===== src/rtl/hsb_pkg.sv =====
// hsb_pkg: shared types and constants for the hardware semaphore bank
// command codes, configuration register indexes and the request struct
// no dependencies
package hsb_pkg;

	typedef enum logic [2:0] {
		CMD_LOCK_WR   = 3'd0,
		CMD_LOCK_RD   = 3'd1,
		CMD_FAST_LOCK = 3'd2,
		CMD_EN_WR     = 3'd3,
		CMD_EN_RD     = 3'd4,
		CMD_STAT_RD   = 3'd5,
		CMD_STAT_CLR  = 3'd6,
		CMD_NONE      = 3'd7
	} cmd_t;

	localparam int unsigned CODE_W = 4;
	localparam int unsigned PID_W  = 8;
	localparam int unsigned SEM_W  = 5;
	localparam int unsigned WORD_W = 32;
	localparam int unsigned CFG_IDX_W = 1;

	localparam logic [CFG_IDX_W-1:0] CFG_FIRST_CODE  = 1'd0;
	localparam logic [CFG_IDX_W-1:0] CFG_SECOND_CODE = 1'd1;

	localparam logic [CODE_W-1:0] FIRST_CODE_RST  = 4'd3;
	localparam logic [CODE_W-1:0] SECOND_CODE_RST = 4'd1;

	// one bus access as seen by the lock table and the interrupt block
	typedef struct packed {
		logic              act;
		cmd_t              cmd;
		logic              core;
		logic [SEM_W-1:0]  sem;
		logic [PID_W-1:0]  pid;
		logic              lock;
		logic [CODE_W-1:0] code;
	} req_t;

endpackage


===== src/rtl/hsb_lock_table.sv =====
// hsb_lock_table: lock bits and owner fields of the semaphores
// handles lock writes, lock reads and fast-lock reads
// depends on hsb_pkg
module hsb_lock_table #(
	parameter int NUM_SEMAPHORES = 32
) (
	input  logic                              clk,
	input  logic                              arst_n,
	input  hsb_pkg::req_t                     req,
	output logic [hsb_pkg::WORD_W-1:0]        rd_word,
	output logic [NUM_SEMAPHORES-1:0]         freed_vec
);

	localparam int IW = (NUM_SEMAPHORES > 1) ? $clog2(NUM_SEMAPHORES) : 1;
	localparam logic [hsb_pkg::SEM_W:0] SEM_LIMIT = (hsb_pkg::SEM_W + 1)'(NUM_SEMAPHORES);

	logic [NUM_SEMAPHORES-1:0]        locked_q;
	logic [hsb_pkg::CODE_W-1:0]       owner_core_q [NUM_SEMAPHORES];
	logic [hsb_pkg::PID_W-1:0]        owner_pid_q  [NUM_SEMAPHORES];

	logic                             sem_ok;
	logic [IW-1:0]                    idx;
	logic                             cur_lock;
	logic [hsb_pkg::CODE_W-1:0]       cur_core;
	logic [hsb_pkg::PID_W-1:0]        cur_pid;
	logic                             take;
	logic                             rel;
	logic                             eff_lock;
	logic [hsb_pkg::CODE_W-1:0]       eff_core;
	logic [hsb_pkg::PID_W-1:0]        eff_pid;
	logic                             is_fast;

	always_comb begin
		sem_ok   = {1'b0, req.sem} < SEM_LIMIT;
		idx      = req.sem[IW-1:0];
		cur_lock = sem_ok && locked_q[idx];
		cur_core = owner_core_q[idx];
		cur_pid  = owner_pid_q[idx];
		is_fast  = (req.cmd == hsb_pkg::CMD_FAST_LOCK);
		take = req.act && sem_ok && !cur_lock &&
			(((req.cmd == hsb_pkg::CMD_LOCK_WR) && req.lock) || is_fast);
		rel  = req.act && (req.cmd == hsb_pkg::CMD_LOCK_WR) && !req.lock && cur_lock &&
			(cur_core == req.code) && (cur_pid == req.pid);
		// owner fields of a free entry are stale, so mask them with the lock bit
		eff_lock = cur_lock || take;
		eff_core = (take ? req.code : cur_core) & {hsb_pkg::CODE_W{eff_lock}};
		eff_pid  = (take ? '0 : cur_pid) & {hsb_pkg::PID_W{eff_lock}};
		if (req.act && sem_ok && ((req.cmd == hsb_pkg::CMD_LOCK_RD) || is_fast)) begin
			rd_word = {eff_lock, 19'd0, eff_core, eff_pid};
		end else begin
			rd_word = '0;
		end
		freed_vec = rel ? (NUM_SEMAPHORES'(1) << idx) : '0;
	end

	always_ff @(posedge clk or negedge arst_n) begin
		if (!arst_n) begin
			locked_q <= '0;
		end else if (take) begin
			locked_q[idx] <= 1'b1;
		end else if (rel) begin
			locked_q[idx] <= 1'b0;
		end
	end

	always_ff @(posedge clk) begin
		if (take) begin
			owner_core_q[idx] <= req.code;
			owner_pid_q[idx]  <= is_fast ? '0 : req.pid;
		end
	end

endmodule


===== src/rtl/hsb_irq_ctrl.sv =====
// hsb_irq_ctrl: per-core interrupt enable and freed status words
// gives mask reads and the interrupt level after each access
// depends on hsb_pkg
module hsb_irq_ctrl #(
	parameter int NUM_SEMAPHORES = 32,
	parameter int NUM_CORES      = 2
) (
	input  logic                         clk,
	input  logic                         arst_n,
	input  hsb_pkg::req_t                req,
	input  logic [hsb_pkg::WORD_W-1:0]   wdata,
	input  logic [NUM_SEMAPHORES-1:0]    freed_vec,
	output logic [hsb_pkg::WORD_W-1:0]   rd_word,
	output logic [1:0]                   irq_next
);

	logic [NUM_SEMAPHORES-1:0] enable_q [NUM_CORES];
	logic [NUM_SEMAPHORES-1:0] status_q [NUM_CORES];
	logic [NUM_SEMAPHORES-1:0] enable_n [NUM_CORES];
	logic [NUM_SEMAPHORES-1:0] status_n [NUM_CORES];
	logic [NUM_SEMAPHORES-1:0] wmask;

	always_comb begin
		wmask = wdata[NUM_SEMAPHORES-1:0];
		irq_next = '0;
		for (int c = 0; c < NUM_CORES; c++) begin
			enable_n[c] = enable_q[c];
			status_n[c] = status_q[c];
			if (req.act && (req.core == 1'(c))) begin
				if (req.cmd == hsb_pkg::CMD_EN_WR) begin
					enable_n[c] = wmask;
				end
				if (req.cmd == hsb_pkg::CMD_STAT_CLR) begin
					status_n[c] = status_q[c] & ~wmask;
				end
			end
			// a release notifies every core
			status_n[c] = status_n[c] | freed_vec;
			irq_next[c] = |(status_n[c] & enable_n[c]);
		end
		rd_word = '0;
		if (req.act) begin
			if (req.cmd == hsb_pkg::CMD_EN_RD) begin
				rd_word = hsb_pkg::WORD_W'(enable_q[req.core]);
			end else if (req.cmd == hsb_pkg::CMD_STAT_RD) begin
				rd_word = hsb_pkg::WORD_W'(status_q[req.core] & enable_q[req.core]);
			end
		end
	end

	always_ff @(posedge clk or negedge arst_n) begin
		if (!arst_n) begin
			for (int c = 0; c < NUM_CORES; c++) begin
				enable_q[c] <= '0;
				status_q[c] <= '0;
			end
		end else begin
			for (int c = 0; c < NUM_CORES; c++) begin
				enable_q[c] <= enable_n[c];
				status_q[c] <= status_n[c];
			end
		end
	end

endmodule


===== src/rtl/hardware_semaphore_bank.sv =====
// hardware_semaphore_bank: 32-channel semaphore peripheral for two cores
// an accepted word is held in the input register, then its result word in the result register
// one access per cycle while no result word is held back, set by the single input and output registers
// reset: all semaphores free, enables and freed status clear, core codes 3 and 1
// depends on hsb_pkg, hsb_lock_table and hsb_irq_ctrl
module hardware_semaphore_bank #(
	parameter int NUM_SEMAPHORES = 32,
	parameter int NUM_CORES      = 2
) (
	input  logic                             clk,
	input  logic                             arst_n,
	// access channel
	input  logic                             in_valid,
	output logic                             in_ready,
	input  logic [2:0]                       cmd,
	input  logic                             requester,
	input  logic [hsb_pkg::SEM_W-1:0]        sem_index,
	input  logic [hsb_pkg::PID_W-1:0]        proc_id,
	input  logic                             lock_bit,
	input  logic [hsb_pkg::WORD_W-1:0]       write_word,
	// result channel
	output logic                             out_valid,
	input  logic                             out_ready,
	output logic [hsb_pkg::WORD_W-1:0]       read_data,
	output logic                             first_cpu_irq,
	output logic                             second_cpu_irq,
	// configuration channel
	input  logic                             cfg_valid,
	output logic                             cfg_ready,
	input  logic [hsb_pkg::CFG_IDX_W-1:0]    cfg_index,
	input  logic [hsb_pkg::CODE_W-1:0]       cfg_data
);

	localparam logic [1:0] CORE_LIMIT = 2'(NUM_CORES);
	localparam logic [hsb_pkg::SEM_W:0] SEM_LIMIT = (hsb_pkg::SEM_W + 1)'(NUM_SEMAPHORES);

	// input register stage
	logic                            valid_s1;
	hsb_pkg::cmd_t                   cmd_s1;
	logic                            requester_s1;
	logic [hsb_pkg::SEM_W-1:0]       sem_s1;
	logic [hsb_pkg::PID_W-1:0]       pid_s1;
	logic                            lock_s1;
	logic [hsb_pkg::WORD_W-1:0]      word_s1;

	// result register
	logic                            out_valid_q;
	logic [hsb_pkg::WORD_W-1:0]      read_data_q;
	logic [1:0]                      irq_q;

	// core codes
	logic [hsb_pkg::CODE_W-1:0]      first_code_q;
	logic [hsb_pkg::CODE_W-1:0]      second_code_q;

	logic                            out_free;
	logic                            fire;
	logic                            req_ok;
	hsb_pkg::req_t                   req;
	logic [hsb_pkg::WORD_W-1:0]      lock_rd;
	logic [hsb_pkg::WORD_W-1:0]      irq_rd;
	logic [NUM_SEMAPHORES-1:0]       freed_vec;
	logic [1:0]                      irq_next;

	// the result register frees up when empty or when its word is taken
	assign out_free  = !out_valid_q || out_ready;
	assign fire      = valid_s1 && out_free;
	assign in_ready  = !valid_s1 || out_free;
	assign cfg_ready = 1'b1;

	// an access from a core that is not fitted does nothing and reads 0
	assign req_ok = {1'b0, requester_s1} < CORE_LIMIT;

	always_comb begin
		req.act  = fire && req_ok;
		req.cmd  = cmd_s1;
		req.core = requester_s1;
		req.sem  = sem_s1;
		req.pid  = pid_s1;
		req.lock = lock_s1;
		req.code = requester_s1 ? second_code_q : first_code_q;
	end

	hsb_lock_table #(
		.NUM_SEMAPHORES (NUM_SEMAPHORES)
	) u_lock_table (
		.clk       (clk),
		.arst_n    (arst_n),
		.req       (req),
		.rd_word   (lock_rd),
		.freed_vec (freed_vec)
	);

	hsb_irq_ctrl #(
		.NUM_SEMAPHORES (NUM_SEMAPHORES),
		.NUM_CORES      (NUM_CORES)
	) u_irq_ctrl (
		.clk       (clk),
		.arst_n    (arst_n),
		.req       (req),
		.wdata     (word_s1),
		.freed_vec (freed_vec),
		.rd_word   (irq_rd),
		.irq_next  (irq_next)
	);

	// input stage: valid bit under reset, payload without
	always_ff @(posedge clk or negedge arst_n) begin
		if (!arst_n) begin
			valid_s1 <= 1'b0;
		end else if (in_ready) begin
			valid_s1 <= in_valid;
		end
	end

	always_ff @(posedge clk) begin
		if (in_valid && in_ready) begin
			cmd_s1       <= hsb_pkg::cmd_t'(cmd);
			requester_s1 <= requester;
			sem_s1       <= sem_index;
			pid_s1       <= proc_id;
			lock_s1      <= lock_bit;
			word_s1      <= write_word;
		end
	end

	// result stage: irq levels are the ones left after the access
	always_ff @(posedge clk or negedge arst_n) begin
		if (!arst_n) begin
			out_valid_q <= 1'b0;
			irq_q       <= '0;
		end else if (out_free) begin
			out_valid_q <= valid_s1;
			if (fire) begin
				irq_q <= irq_next;
			end
		end
	end

	always_ff @(posedge clk) begin
		if (fire) begin
			read_data_q <= lock_rd | irq_rd;
		end
	end

	// core code registers
	always_ff @(posedge clk or negedge arst_n) begin
		if (!arst_n) begin
			first_code_q  <= hsb_pkg::FIRST_CODE_RST;
			second_code_q <= hsb_pkg::SECOND_CODE_RST;
		end else if (cfg_valid && cfg_ready) begin
			unique case (cfg_index)
				hsb_pkg::CFG_FIRST_CODE:  first_code_q  <= cfg_data;
				hsb_pkg::CFG_SECOND_CODE: second_code_q <= cfg_data;
				default: ;
			endcase
		end
	end

	assign out_valid      = out_valid_q;
	assign read_data      = read_data_q;
	assign first_cpu_irq  = irq_q[0];
	assign second_cpu_irq = irq_q[1];

	// write commands never return data
	assert property (@(posedge clk) disable iff (!arst_n)
		(fire && (cmd_s1 == hsb_pkg::CMD_LOCK_WR || cmd_s1 == hsb_pkg::CMD_EN_WR ||
			cmd_s1 == hsb_pkg::CMD_STAT_CLR)) |=> (read_data == '0))
		else $error("write command returned nonzero read data");

	// a fast lock on a valid semaphore always reads back as locked
	assert property (@(posedge clk) disable iff (!arst_n)
		(fire && req_ok && (cmd_s1 == hsb_pkg::CMD_FAST_LOCK) &&
			({1'b0, sem_s1} < SEM_LIMIT)) |=> read_data[31])
		else $error("fast lock did not return a locked word");

	// the input side only stalls on a full pipe with a blocked result
	assert property (@(posedge clk) disable iff (!arst_n)
		!in_ready |-> (valid_s1 && out_valid_q && !out_ready))
		else $error("input stalled without back pressure");

	// no interrupt from a core that is not fitted
	assert property (@(posedge clk) disable iff (!arst_n)
		(NUM_CORES < 2) |-> !second_cpu_irq)
		else $error("interrupt raised for an absent core");

endmodule


===== config.mk =====
export PLATFORM = sky130hd
export DESIGN_NAME = hardware_semaphore_bank
export DESIGN_NICKNAME = d
export VERILOG_FILES = /design/src/rtl/hsb_pkg.sv /design/src/rtl/hsb_lock_table.sv /design/src/rtl/hsb_irq_ctrl.sv /design/src/rtl/hardware_semaphore_bank.sv
export SDC_FILE = /design/constraint.sdc
export NUM_CORES = 1
export LEC_CHECK = 0
export BUFFER_PORTS_ARGS = -buffer_cell sky130_fd_sc_hd__buf_2
export CAP_MARGIN = 40
export CORE_ASPECT_RATIO = 1.2
export CORE_MARGIN = 3
export CORE_UTILIZATION = 55
export CTS_CLUSTER_SIZE = 12
export DETAILED_ROUTE_END_ITERATION = 7
export GPL_TIMING_DRIVEN = 0
export PLACE_DENSITY = 0.79
export SLEW_MARGIN = 10
export SYNTH_ARGS = -nofsm -noshare
export SYNTH_HDL_FRONTEND = slang
export SYNTH_SLANG_ARGS = --single-unit
export TNS_END_PERCENT = 5

===== constraint.sdc =====
create_clock -name clk -period 2.9 [get_ports clk]
set_input_delay 0.58 -clock clk [delete_from_list [all_inputs] [get_ports clk]]
set_output_delay 0.58 -clock clk [all_outputs]
set_load 0.02 [all_outputs]

# Word-level counts from Yosys, hierarchy flattened
# Memories as Yosys holds them, arrays and structs flattened. A register that Yosys moved wholly into a read port is not among the register bits.
# Index checks and enable logic that the tools add are counted.
# Widths: inputs -> output; s select.
# totals
elab_cells,111
ff_bits,254
memories,2
inputBits,60
output_inout_bits,37
mem_bits_rw,384
# classes
n_eq_ne,8
n_lt_le_gt_ge,3
reduce_logical,30
muxes,33
shifts,1
n_bitwise,17
# memory_table
name,depth,width,rd,rd_clocked_by_memory_dff,wr,line_no,rtl
u_lock_table.owner_pid_q,32,8,1,1,1,hsb_lock_table.sv:19,logic [hsb_pkg::PID_W-1:0] owner_pid_q [NUM_SEMAPHORES];
u_lock_table.owner_core_q,32,4,1,1,1,hsb_lock_table.sv:18,logic [hsb_pkg::CODE_W-1:0] owner_core_q [NUM_SEMAPHORES];
# op_table
operator,count
$mux 32,21
$and 32x32->32,6
$or 32x32->32,4
$not 32->32,2
$reduce_or 32->1,2
$shl 1x5->32 const A,1
$mux 8,2
$logic_and 1x1->1,14
$mux 5,2
$eq 3x3->1 const B,3
$and 8x8->8,1
$eq 8x8->1,1
$mux 4,2
$eq 3x2->1 const B,2
$lt 5x6->1 const B,1
$reduce_and 2->1,3
$bmux 1 s5,1
$demux 1 s5,1
$ge 5x1->1 const B,1
$logic_or 1x1->1,5
$and 4x4->4,1
$eq 4x4->1,1
$logic_not 1->1,4
$mux 1,4
6 further kinds,7

# Logic depth before layout (Yosys ltp)
# logic_depth
ltp_word,12
ltp_mapped,17
ltp_nobuf,10

# Hierarchy
# Synthesis repeated with hierarchy kept, for this count alone.
# hier_totals
cells_unflattened,1831
hier_area_um2,27114.8
# modules_own_cells
module,instances,cells_each,seq_area_each_um2,area_per_inst_um2
hsb_lock_table,1,1070,12331.8,17454.2
hsb_irq_ctrl,1,610,3203.1,6439.9
hardware_semaphore_bank,1,151,2766.4,3220.6

# Worst setup path before layout
# OpenSTA, ideal clock, no wires.
# synth_timing
kind,register to register
from,reg sem_s1[0] (netlist name)
to,mem u_lock_table.owner_core_q[0][0] (netlist name) (enable)
setup_ns,0.382
period_less_slack_ns,3.243
stages_incl_launch_ff,8
arrival_ns,2.861
slack_ns,-0.343
path_buffers,1
required_ns,2.518
path_cell_list,edfxtp_1 buf_2 mux4_2 a22oi_1 nand4_1 nor3b_2 nand2_1 nor2_1
# synth_via
elab_chain_len,7
# synth_rtl
element,line_no,rtl
start: declaration,hardware_semaphore_bank.sv:41,logic [hsb_pkg::SEM_W-1:0] sem_s1;
start signal: assignment,hardware_semaphore_bank.sv:119,sem_s1 <= sem_index;
$bmux 1 s5,hsb_lock_table.sv:36,cur_lock = sem_ok && locked_q[idx];
$mux 1 (not written as such),hsb_lock_table.sv:36,
$logic_not 1->1,hsb_lock_table.sv:40,take = req.act && sem_ok && !cur_lock &&
$logic_and 1x1->1 (2 in series),hsb_lock_table.sv:40,
$mux 1,hsb_lock_table.sv:67,if (take) begin
$mux 1 (not written as such),hsb_lock_table.sv:68,owner_core_q[idx] <= req.code;
end: declaration,hsb_lock_table.sv:18,
# Parallel ways exist; a longest one is shown, timed or not. The select of a mux whose other input is x is not followed.

==> impl_metrics.tcl <==
set metrics [dict create \
    setup_viol 489 \
    grt_pass1_vias 19780 \
    async_flop_share_pct 26.75 \
    post_synth_most_frequent_cells "edfxtp_1, nand2_1, mux2i_1" \
    rows 88 \
    clock-sinks 643 \
    dp_hpwl_um 58920 \
    layout.nets 2249 \
    clock-skew-final_ns 0.03768 \
    rsz0062_at_grt "yes" \
    ioPinCount 97 \
    antenna_found_initial 0 \
    wl_um 97080 \
    synth_top_family_by_area "multiplexers" \
    cts_root_buffer "clkbuf_16" \
    ant_nets 0 \
    core_area_um2 48560 \
    fin_crit_sh_pct 119.6 \
    crit_path_max_fanout 10 \
    cp.arrival_ns 3.97 \
    synthAdderAreaFrac_pct 0 \
    criticalPathCategory "flip-flop to flip-flop" \
    tightestPinTransition_ns 0.9284 \
    finalPower_mw 22.39 \
    clkLatencyLatePin_ns 0.63 \
    start_kind "flip-flop" \
    use_met3_pct 6.915 \
    synthMuxAreaShare_pct 14.46 \
    layout.cells.non_filler 2867 \
    via_per_inst 6.803 \
    max-cap-violations 0 \
    cts_tree "yes" \
    synth-compound-area-share_pct 6.570 \
    clock.fmax_mhz 288.3 \
    syn-cell-area_um2 27250 \
    synth_xor_area_share_pct 0.2847 \
    slew_headroom_pct 37.83 \
    first_pass_iters 8 \
    synth_top_area_cell "edfxtp_1" \
    synth_seq_cells 643 \
    ys_seq_area_share_pct 67.53 \
    synth.top_cell.area_share_pct 51.35 \
    synth_area_leaders "edfxtp_1, dfrtp_1, mux2i_1" \
    gp_congestion 0.9929 \
    gr-usage-met1_pct 41.60 \
    grt_usage_pct 35.50 \
    synthSimpleGateAreaFrac_pct 8.297 \
    power_density_nw_per_um2 650.3 \
    clk_pin_slew_ns 0.06 \
    synthMostInstantiatedCell "edfxtp_1" \
    vdd_ir_drop_max_mv 0.4983 \
    htreeDepth 3 \
    vias 19500 \
    cts.path.max_buffers 3 \
    grt_use_met2_pct 57.57 \
    hold_viol 0 \
    grt_max_degree 109 \
    die-area_um2 52270 \
    leakage_nw 13.49 \
    yosys_warnings 0 \
    hp-class "input pin to flip-flop" \
    syn_inst 1839 \
    initial_utilization_pct 56.12 \
    critPathCaptureType "flip-flop" \
    outcome "complete, but fails checks" \
    synth_nets 1899 \
    worstPathRequired_ns 3.40 \
    drtIter0Drc 2711 \
    synth_cell_types 71 \
    grt-busiest-layer "met2" \
    setup_ws_ns -0.5684 \
    dpl.cell_count 2589 \
    port_buffers 95 \
    syn-mean-instance-area_um2 14.82 \
    dieHeight_um 249.8 \
    utilization_pct 70.90 \
    grt_pass1_wl_um 134000 \
    cts_buffers 66 \
    area_delta_synth_final_pct 26.33 \
    pre_cts_ws_ns -1.685 \
    synth-edff-count 466 \
    violations "setup timing" \
    ys.flop_type "edfxtp_1" \
    drive_above_1_share_pct 35.33 \
    slew_viol_final 0 \
    avgRoutedWirePerCell_um 33.86 \
    drc 0 \
    finalSetupTns_ns -103.94 \
    die_w_um 209.2 \
    overflow 0 \
    final.min_clock_period_ns 3.468 \
]
critical path, cell delays in order (launching register included):
cell,delay [ns]
dfxtp_1,0.39
inv_1,0.21
clkbuf_4,0.32
nand2_1,0.48
o22ai_1,0.18
or3_4,0.48
xnor2_4,0.23
nor4_4,0.31
buf_6,0.18
buf_6,0.13
nand4_1,0.19
a21o_1,0.24
placed cells by master (no fill, tap or decap), types with 29 or more instances in the layout:
| cell type | netlist | final |
|---|---|---|
| buf_12 | 1 | 67 |
| buf_6 | 25 | 41 |
| inv_1 | 35 | 31 |
| buf_2 | 15 | 107 |
| mux2i_1 | 180 | 157 |
| buf_4 | 4 | 103 |
| a21o_1 | 33 | 33 |
| nand4_1 | 29 | 29 |
| dfrtp_1 | 169 | 169 |
| mux4_2 | 31 | 42 |
| a22oi_1 | 48 | 41 |
| clkbuf_1 | 38 | 53 |
| nor2_4 | 0 | 34 |
| edfxtp_1 | 466 | 466 |
| nand3_1 | 68 | 50 |
| clkbuf_16 | 0 | 71 |
| mux2_2 | 93 | 89 |
| nand2_2 | 0 | 33 |
| nand2_1 | 229 | 187 |
| a21oi_1 | 49 | 47 |
through the flow:
stage,hold WS (ns),area (um^2)
detailed placement,0.4617,29100
floorplan,0.2844,27480
CTS,0.1148,33610
finish,0.1277,34430
global route,0.1388,34420
global placement,0.4533,28740
area by class of cell:
cell class,instances,area (um^2)
inverter,35,135.1
sequential,643,18410
multi-input combinational,1063,9345
antenna,1,2.502
clock inverter,13,203.9
tap,630,788.3
buffer,93,919.6
fill,2920,14130
clock buffer,102,1817
timing repair buffer,287,2803
per-layer routing:
layer  part of all wire, %  vias to the layer above
li1                      -                     7728
met1                    32                     9596
met2                    47                     1614
met3                    10                      565
met4                    11                        0
met5                     0                        -
final timing paths:
kind	start	end	slack [ns]	cells past startpoint
worst min register to register	flip-flop	flip-flop	0.48	1
worst min-delay path	write_word[3]	word_s1[3]	0.13	1
max in group asynchronous	arst_n	u_irq_ctrl.enable_q[42]	1.42	3
worst max register to register	flip-flop	flip-flop	-0.57	11
min in group asynchronous	arst_n	u_irq_ctrl.enable_q[46]	0.50	2
worst max-delay path	flip-flop	flip-flop	-0.57	11
repair_timing:
item | in CTS | in global routing
endpoints found under the hold margin | 64 | 0
pin swaps | 97 | 56
setup buffers | 121 | 36
hold buffers | 1 | 0
resized for setup | 220 | 123
setup endpoints to repair | 518 | 502
cloned | 5 | 5
state kept, by name, summed over array words and instances, names as in the netlist, named ones only:
signal                     count
lock_s1                        1
pid_s1                         8
first_code_q                   4
requester_s1                   1
word_s1                       32
sem_s1                         5
valid_s1                       1
u_irq_ctrl.enable_q           64
irq_q                          2
u_lock_table.owner_core_q    128
u_lock_table.owner_pid_q     256
cmd_s1                         3
u_irq_ctrl.status_q           64
read_data                     32
second_code_q                  4
out_valid                      1
power breakdown:
part | switching, mW | internal [mW] | total [mW] | leakage [nW]
combinational | 2.08 | 1.33 | 3.42 | 5.97
sequential | 0.300 | 10.4 | 10.7 | 6.56
clock | 3.69 | 4.55 | 8.24 | 0.963
total | 6.07 | 16.3 | 22.4 | 13.5
logic make-up (layout without fill, tap and decap cells):
logic type                after synthesis  after routing
buffers and inverters                 133            530
AOI/OAI and AO/OA                     252            252
muxes                                 319            319
xor gates and xnor gates                8              8
and+or+nand+nor                       483            483
other                                   1              2
DFF                                   643            643
Note: power is estimated with default switching activity, not from simulation.
